==> config.mk <==
export PLATFORM = sky130hd
export DESIGN_NAME = fbpb_fifo
export DESIGN_NICKNAME = d
export VERILOG_FILES = /design/src/design/fbpb_fifo.sv
export SDC_FILE = /design/constraint.sdc
export NUM_CORES = 1
export LEC_CHECK = 0
export BUFFER_PORTS_ARGS = -buffer_cell sky130_fd_sc_hd__buf_2
export CORE_MARGIN = 1
export CORE_UTILIZATION = 52
export CTS_BUF_LIST = sky130_fd_sc_hd__clkbuf_8
export DETAILED_ROUTE_END_ITERATION = 10
export MAX_ROUTING_LAYER = met4
export PLACE_DENSITY_LB_ADDON = 0.12
export SLEW_MARGIN = 20
export SYNTH_ARGS = -nofsm -noshare
export SYNTH_HDL_FRONTEND = slang
export SYNTH_SLANG_ARGS = --single-unit
==> constraint.sdc <==
create_clock -name clk -period 1.65 [get_ports clk]
set_input_delay 0.2475 -clock clk [delete_from_list [all_inputs] [get_ports clk]]
set_output_delay 0.2475 -clock clk [all_outputs]
set_load 0.02 [all_outputs]
==> src/design/fbpb_fifo.sv <==
// ----------------------------------------------------------------------------
// fbpb_fifo: two-entry word queue
// Decouples producer and consumer; full and empty are registered-state flags.
// ----------------------------------------------------------------------------
`default_nettype none

module fbpb_fifo #(
    parameter int unsigned WIDTH = 8
) (
    input  wire logic             clk,
    input  wire logic             rst_n,
    input  wire logic             wr_en,
    input  wire logic [WIDTH-1:0] wr_data,
    output logic                  full,
    input  wire logic             rd_en,
    output logic [WIDTH-1:0]      rd_data,
    output logic                  empty
);

    logic [WIDTH-1:0] mem_reg [2];
    logic             wr_ptr_reg;
    logic             rd_ptr_reg;
    logic [1:0]       cnt_reg;
    logic             do_wr;
    logic             do_rd;

    assign full    = (cnt_reg == 2'd2);
    assign empty   = (cnt_reg == 2'd0);
    assign do_wr   = wr_en && !full;
    assign do_rd   = rd_en && !empty;
    assign rd_data = mem_reg[rd_ptr_reg];

    always_ff @(posedge clk)
    begin
        if (do_wr)
        begin
            mem_reg[wr_ptr_reg] <= wr_data;
        end
    end

    always_ff @(posedge clk or negedge rst_n)
    begin
        if (!rst_n)
        begin
            wr_ptr_reg <= 1'b0;
            rd_ptr_reg <= 1'b0;
            cnt_reg    <= 2'd0;
        end
        else
        begin
            if (do_wr)
            begin
                wr_ptr_reg <= !wr_ptr_reg;
            end
            if (do_rd)
            begin
                rd_ptr_reg <= !rd_ptr_reg;
            end
            cnt_reg <= cnt_reg + 2'(do_wr) - 2'(do_rd);
        end
    end

endmodule

`default_nettype wire

==> summary.md, run 1 <==
| Metric | Value |
|---|---|
| Cts bufs inserted | 3 |
| Routability congestion estimate | about 0.66 |
| Multi-input combinational cell area | 185 µm² |
| Slew @ Worst Pin | between 0.3 and 0.4 ns |
| Routed length on met2 | approximately 690 µm |
| Crit path time final | 1.54 ns |
| Most common cell after layout, fill and taps aside | buf_2 |
| Reg-to-Reg End | cnt_reg[1] |
| Gr ovfl total | 0 |
| Final setup violation count | 0 |
| Core Box Area | 1350 µm² |
| Number of remaining DRC errors | 0 |
| CTS tree | done |
| Antenna Cells | 0 |
| Synth Warn # | 0 |
| Slew HR | about 74% |
| Unrepaired setup endpoints after global routing | no |
| Height of the die | 40.6 µm |
| Reg area | 582 µm² |
| Max reg flops | 16 |
| FILL cells | 87 |
| Clock sink count | 20 |
| DR pass1 iterations | 4 |
| DR WL met3 | approximately 44 µm |
| Crit path to | cnt_reg[1] |
| Setup crit start | cnt_reg[1] |
| Critical path type | reg2reg |
| Site Rows | 13 |
| Worst Path Arrival | about 1.7 ns |
| Total leakage power | between 0.4 and 0.5 nW |
| Worst skew pair latency | between 0.2 and 0.3 ns |
| Final Skew | between 0.003 and 0.004 ns |
| DR top layer | met4 |
| Post-synthesis cell area | 776 µm² |
| Yosys reg bits | 20 |
| Die Area | ~1700 µm² |
| Fmax achieved | about 650 MHz |
| Mapped Nets | 57 |
| GRT Util Overall | between 15 and 20% |
| Share of cells above drive strength 1 | around 53% |
| Via count | 435 |
| Final period util | around 93% |
| Hold crit path type | in2reg |
| DP HPWL | ~900 µm |
| Clock root buffer | clkbuf_8 |
| Largest net degree at the start of global routing | 12 |
| DRT antenna net count | 0 |
| Commonest non-fill, non-tap cells in the layout | buf_2 (21), edfxtp_1 (16), mux2_2 (8) |
| Routed WL | 1.24 mm |
| IO buf count | 21 |
| Average cell area after synthesis | between 15 and 20 µm² |
| Vias in the first global route | around 380 |
| H-tree lvl count | 1 |
| Max clock buf depth | 2 |
| Status | finished, final reports clean |
| I/O pins | 22 |
| Syn-to-layout area delta | 24.8% |
| Initial antenna violation count | 0 |
| CP max FO | 3 |
| Post-synthesis sequential area ratio | 74.8% |
| R2R depth | 7 |
| Number of max-cap violations | 0 |
| DR iter-0 viols | 10 |
| Setup TNS | 0 ns |
| Peak VDD IR | ~1.2 mV |
| WP data required | about 1.8 ns |
| Final Slew Violations | 0 |
| Critical path endpoint category | flip-flop |
| Setup crit start kind | flip-flop |
| Synth cell types | 13 |
| First-pass GRT wire length | between 1.5 and 2 mm |
| Initial Util | 57.5% |
| Vias per std cell | slightly above 5 |
| M1 WL | just under 500 µm |
| PwrDens | 1810 nW/µm² |
| Post-CTS setup buffers | 0 |
| Placed cell area | 912 µm² |
| Wire per inst | 14.6 µm |
| Chip width | around 40 µm |
| Synthesized instance count | between 40 and 50 |
| Design area | slightly below 1000 µm² |
| Reg2reg setup slack | ~0.11 ns |
| Reg clk slew, reported paths | roughly 0.070 ns |
| RR Startpoint | cnt_reg[1] |
| Nets | 85 |
| Final Hold Viols | 0 |
==> report_power, final <==
part           switching [W]  leakage [nW]  total [W]  internal, W
Combinational       0.000346         0.188   0.000637     0.000291
Clock               0.000143        0.0269   0.000307     0.000165
Sequential          0.000100         0.194   0.000810     0.000710
Total               0.000588         0.409    0.00176      0.00117
==> cell families after synthesis <==
family | share of synthesized area (%)
XOR/XNOR | 4.52
adder cells (fa/ha/maj) | 3.23
buffers and inverters | 1.61
flip-flops | 74.8
multiplexers | 11.6
AND/OR/NAND/NOR | 4.19
==> through the flow <==
stage | setup slack, ns | hold WS [ns] | total power (W) | std cells | utilization [%]
finish | 0.111 | 0.182 | 0.00176 | 85 | 71.7
global route | 0.0175 | 0.174 | 0.00186 | 85 | 71.7
CTS | 0.00921 | 0.177 | 0.00176 | 85 | 71.6
detailed placement | 0.132 | 0.0595 | 0.00146 | 80 | 67.6
global placement | 0.177 | 0.0598 | 0.00143 | 80 | 67.6
floorplan | 0.0678 | -0.0481 | 0.00125 | 43 | -
==> worst max-delay path, stage by stage (launching register included) <==
cell and delay, ns:
dfrtp_1 0.42, nand2b_1 0.12, nand2_1 0.11, ha_1 0.29
inv_1 0.04, ha_1 0.17, xnor2_1 0.18, xnor2_1 0.14
==> how the worst min path moves through the flow <==
| stage | startpoint | to | slack, ns | cells after the start |
|---|---|---|---|---|
| after floorplan | rst_n | cnt_reg[0] | -0.05 | 0 |
| after global placement | rst_n | cnt_reg[1] | 0.06 | 1 |
| after detailed placement | rst_n | cnt_reg[1] | 0.06 | 1 |
| after global routing | wr_data[4] | mem_reg[1][4] | 0.17 | 1 |
| final | wr_data[1] | mem_reg[1][1] | 0.18 | 1 |
| after CTS | wr_data[1] | mem_reg[1][1] | 0.18 | 1 |
==> synth_stat cells <==
| cell type | number | area, µm² |
|---|---|---|
| dfrtp_1 | 4 | 100 |
| xor2_1 | 1 | 8.76 |
| nor2_1 | 2 | 7.51 |
| edfxtp_1 | 16 | 480 |
| nor2b_2 | 1 | 8.76 |
| buf_2 | 1 | 5.00 |
| ha_1 | 2 | 25.0 |
| xnor2_1 | 3 | 26.3 |
| and3_1 | 1 | 6.26 |
| nand2_1 | 1 | 3.75 |
| mux2_2 | 8 | 90.1 |
| nand2b_1 | 1 | 6.26 |
| inv_1 | 2 | 7.51 |
==> per-layer routing <==
layer / vias to the layer above / global-route usage [%]
met5: - / -
met4: 0 / 10.0
met3: 2 / 4.89
met2: 15 / 30.6
met1: 209 / 19.3
li1: 209 / -
==> layout make-up <==
cell class,count,area share (%)
Multi-Input combinational cell,20,19.1
Inverter,2,0.775
Tap cell,15,1.94
Timing Repair Buffer,24,13.4
Clock buffer,3,4.26
Sequential cell,20,60.1
Clock inverter,1,0.388
==> timing repair <==
item | in CTS | in global routing
endpoints found under the hold margin | 4 | 0
hold buffers | 1 | 0
resized for setup | 0 | 1
setup endpoints to repair | 0 | 8
No activity file was read; power rests on OpenSTA's default activity.
==> inputs of run 2 (changes only) <==
--- a/config.mk
+++ b/config.mk
@@ -5,9 +5,10 @@
 export SDC_FILE = /design/constraint.sdc
 export NUM_CORES = 1
 export LEC_CHECK = 0
+export ABC_AREA = 1
 export BUFFER_PORTS_ARGS = -buffer_cell sky130_fd_sc_hd__buf_2
 export CORE_MARGIN = 1
-export CORE_UTILIZATION = 52
+export CORE_UTILIZATION = 53
 export CTS_BUF_LIST = sky130_fd_sc_hd__clkbuf_8
 export DETAILED_ROUTE_END_ITERATION = 10
 export MAX_ROUTING_LAYER = met4
==> summary.md, run 2 <==
| Metric | Value |
|---|---|
| Status | finished, final reports clean (unchanged) |
| Reg area | 581 µm² (was 582 µm²) |
| Pwr Total | 0.00198 W (was 0.00176 W) |
| Number of remaining DRC errors | 0 (unchanged) |
| Area leader, netlist | edfxtp_1 (unchanged) |
| Final Non-Filler Cells | 117 (was 85) |
| Syn-to-layout area delta | 25.2% (was 24.8%) |
| First-pass GRT wire length | 1.97 mm (was 1.69 mm) |
| Final setup violation count | 0 (unchanged) |
| Core Box Area | 1380 µm² (was 1350 µm²) |
| DRT antenna net count | 0 (unchanged) |
| Synth top area cells | edfxtp_1 (58%), nand2_1 (16%), dfrtp_1 (12%), inv_1 (4.1%), ha_1 (3.0%) (was edfxtp_1 (62%), dfrtp_1 (13%), mux2_2 (12%), xnor2_1 (3.4%), ha_1 (3.2%)) |
| DP HPWL | 899 µm (was 905 µm) |
| Reg-to-Reg End | cnt_reg[1] (unchanged) |
| Max reg flops | 16 (unchanged) |
| Setup crit start kind | flip-flop (unchanged) |
| Clock sink count | 20 (unchanged) |
| Mapped Nets | 89 (was 57) |
| Reg2reg setup slack | 0.26 ns (was 0.11 ns) |
| Worst hold endpoint | mem_reg[0][3] (was mem_reg[1][1]) |
| Worst skew pair latency | 0.25 ns (about the same) |
| Unrepaired setup endpoints after global routing | no (unchanged) |
| Share of cells above drive strength 1 | 31.4% (was 52.9%) |
| Most common cell after layout, fill and taps aside | nand2_1 (was buf_2) |
| Gr ovfl total | 0 (unchanged) |
| Multi-input combinational cell area | 193 µm² (was 185 µm²) |
| Final period util | 93.1% (was 93.3%) |
| DR iter-0 viols | 18 (was 10) |
| Yosys reg bits | 20 (unchanged) |
| Height of the die | 41.6 µm (was 40.6 µm) |
| H-tree lvl count | 1 (unchanged) |
| Final Slew Violations | 0 (unchanged) |
| Crit path time final | 1.54 ns (about the same) |
| Cell with the most instances after synthesis | nand2_1 (was edfxtp_1) |
| Ys flop type | edfxtp_1 (unchanged) |
| Site Rows | 13 (unchanged) |
| FILL cells | 96 (was 87) |
| Post-cts sizing count | 0 (unchanged) |
| Largest net degree at the start of global routing | 13 (was 12) |
| Initial antenna violation count | 0 (unchanged) |
| PnR worst setup slack | 0.114 ns (was 0.111 ns) |
| Ys async rst share | 20.0% (unchanged) |
| CTS hold repair buffers | 1 (unchanged) |
| Number of synthesized flops with an enable pin | 16 (unchanged) |
| IO buf count | 21 (unchanged) |
| Routability congestion estimate | 0.865 (was 0.665) |
| Average cell area after synthesis | 11.1 µm² (was 18.0 µm²) |
| R2R depth | 9 (was 7) |
| Reg clk slew, reported paths | 0.07 ns (about the same) |
| Critical path type | reg2out (was reg2reg) |
| Synth Warn # | 0 (unchanged) |
| DR pass1 iterations | 4 (unchanged) |
| Initial Util | 60.1% (was 57.5%) |
| Hold Path Depth | 1 (unchanged) |
| GRT Util Overall | 16.4% (was 18.2%) |
| Cts bufs inserted | 3 (unchanged) |
| Total leakage power | 0.526 nW (was 0.409 nW) |
| Nets | 117 (was 85) |
| PwrDens | 1910 nW/µm² (was 1810 nW/µm²) |
| Final Skew | 0.00165 ns (was 0.00360 ns) |
| CTS tree | done (unchanged) |
| DP Cell Count | 112 (was 80) |
| Clock root buffer | clkbuf_8 (unchanged) |
| Final Hold Viols | 0 (unchanged) |
| Routed WL | 1.26 mm (was 1.24 mm) |
| I/O pins | 22 (unchanged) |
| Via count | 556 (was 435) |
| Pre-CTS setup slack | 0.278 ns (was 0.132 ns) |
| Antenna Cells | 0 (unchanged) |
| Post-synthesis sequential area ratio | 69.9% (was 74.8%) |
| Vias in the first global route | 478 (was 383) |
| Synth cell types | 12 (was 13) |
| RR Startpoint | cnt_reg[1] (unchanged) |
| Peak VDD IR | 1.09 mV (was 1.23 mV) |
| Hold_sp | wr_data[3] (was wr_data[1]) |
| Fmax achieved | 651 MHz (was 650 MHz) |
| Hold crit path type | in2reg (unchanged) |
| Commonest non-fill, non-tap cells in the layout | nand2_1 (35), buf_2 (21), edfxtp_1 (16), inv_1 (9), dfrtp_1 (4) (was buf_2 (21), edfxtp_1 (16), mux2_2 (8)) |
| Max clock buf depth | 2 (unchanged) |
| Slew @ Worst Pin | 0.389 ns (was 0.395 ns) |
| Area share of the largest cell type after synthesis | 57.8% (was 61.9%) |
| Chip width | 41.6 µm (was 40.6 µm) |
| CP max FO | 10 (was 3) |
| Setup TNS | 0 ns (unchanged) |
| WP data required | 1.40 ns (was 1.82 ns) |
| Post-CTS setup buffers | 0 (unchanged) |
| Post-synthesis cell area | 831 µm² (was 776 µm²) |
| Slew HR | 74.1% (was 73.6%) |
| Number of max-cap violations | 0 (unchanged) |
| Critical path endpoint category | output port (was flip-flop) |
| Vias per std cell | 4.75 (was 5.12) |
| Worst Path Arrival | 1.29 ns (was 1.71 ns) |
| Synthesized instance count | 75 (was 43) |
| Most frequent cells after synthesis | nand2_1 (35), edfxtp_1 (16), inv_1 (9) (was edfxtp_1 (16), mux2_2 (8), dfrtp_1 (4)) |
| Die Area | 1730 µm² (was 1650 µm²) |
| Wire per inst | 10.7 µm (was 14.6 µm) |
-- run 2: cell count changes after synthesis, moves of 2 or more --
cell,change
nand3_1,+2
nand2_1,+34
nand2_2,+2
xnor2_1,-3
inv_1,+7
mux2_2,-8
-- run 2: metrics by stage --
step	hold WS, ns	area [µm²]	util [%]
final	0.178	1040	75.2
after CTS	0.176	1040	75.2
after floorplan	-0.0481	831	-
after global placement	0.0598	958	69.3
after global routing	0.167	1040	75.2
after detailed placement	0.0612	958	69.3
-- run 2: logic make-up (layout without fill, tap and decap cells) --
kind of cell / count (synthesis) / in the layout / synth area share (%)
and+or+nand+nor: 41 / 41 / 20.2
DFF: 20 / 20 / 69.9
buffers and inverters: 12 / 39 / 6.93
adders and majority gates: 2 / 2 / 3.01
-- run 2: how the worst max path moves through the flow --
stage	from	endpoint	slack [ns]	depth (start not counted)
2_1_floorplan	cnt_reg[1]	cnt_reg[1]	0.35	9
3_3_place_gp	cnt_reg[1]	cnt_reg[1]	0.32	9
3_5_place_dp	cnt_reg[1]	cnt_reg[1]	0.28	9
4_1_cts	rd_ptr_reg	rd_data[4]	0.08	4
5_1_grt	rd_ptr_reg	rd_data[0]	0.03	4
6_report	rd_ptr_reg	rd_data[4]	0.11	4
-- run 2: cell type report --
type	instances	area share, %
clock buffers	3	3.97
multi-input cells	43	18.5
repair buffers	24	12.5
inverters	11	4.45
flip-flops and latches	20	55.8
well taps	15	1.81
clock inverters	1	2.89
-- run 2: power by group --
part,switching [W],total [W],internal [W]
sequential,0.0000818,0.000783,0.000702
clock,0.000154,0.000477,0.000323
combinational,0.000478,0.000722,0.000245
-- run 2: critical path, cell delays in order (launching register included) --
cell and delay (ns):
dfrtp_1 0.58, clkinv_4 0.16, nand2_1 0.08, nand2_1 0.06
buf_2 0.15
-- run 2: layer usage --
metal  track usage, %  vias to the layer above  wire (µm)
li1                 -                      291          -
met1             18.6                      242        568
met2             25.0                       18        599
met3             4.35                        5         57
met4             11.6                        0         32
met5                -                        -          0
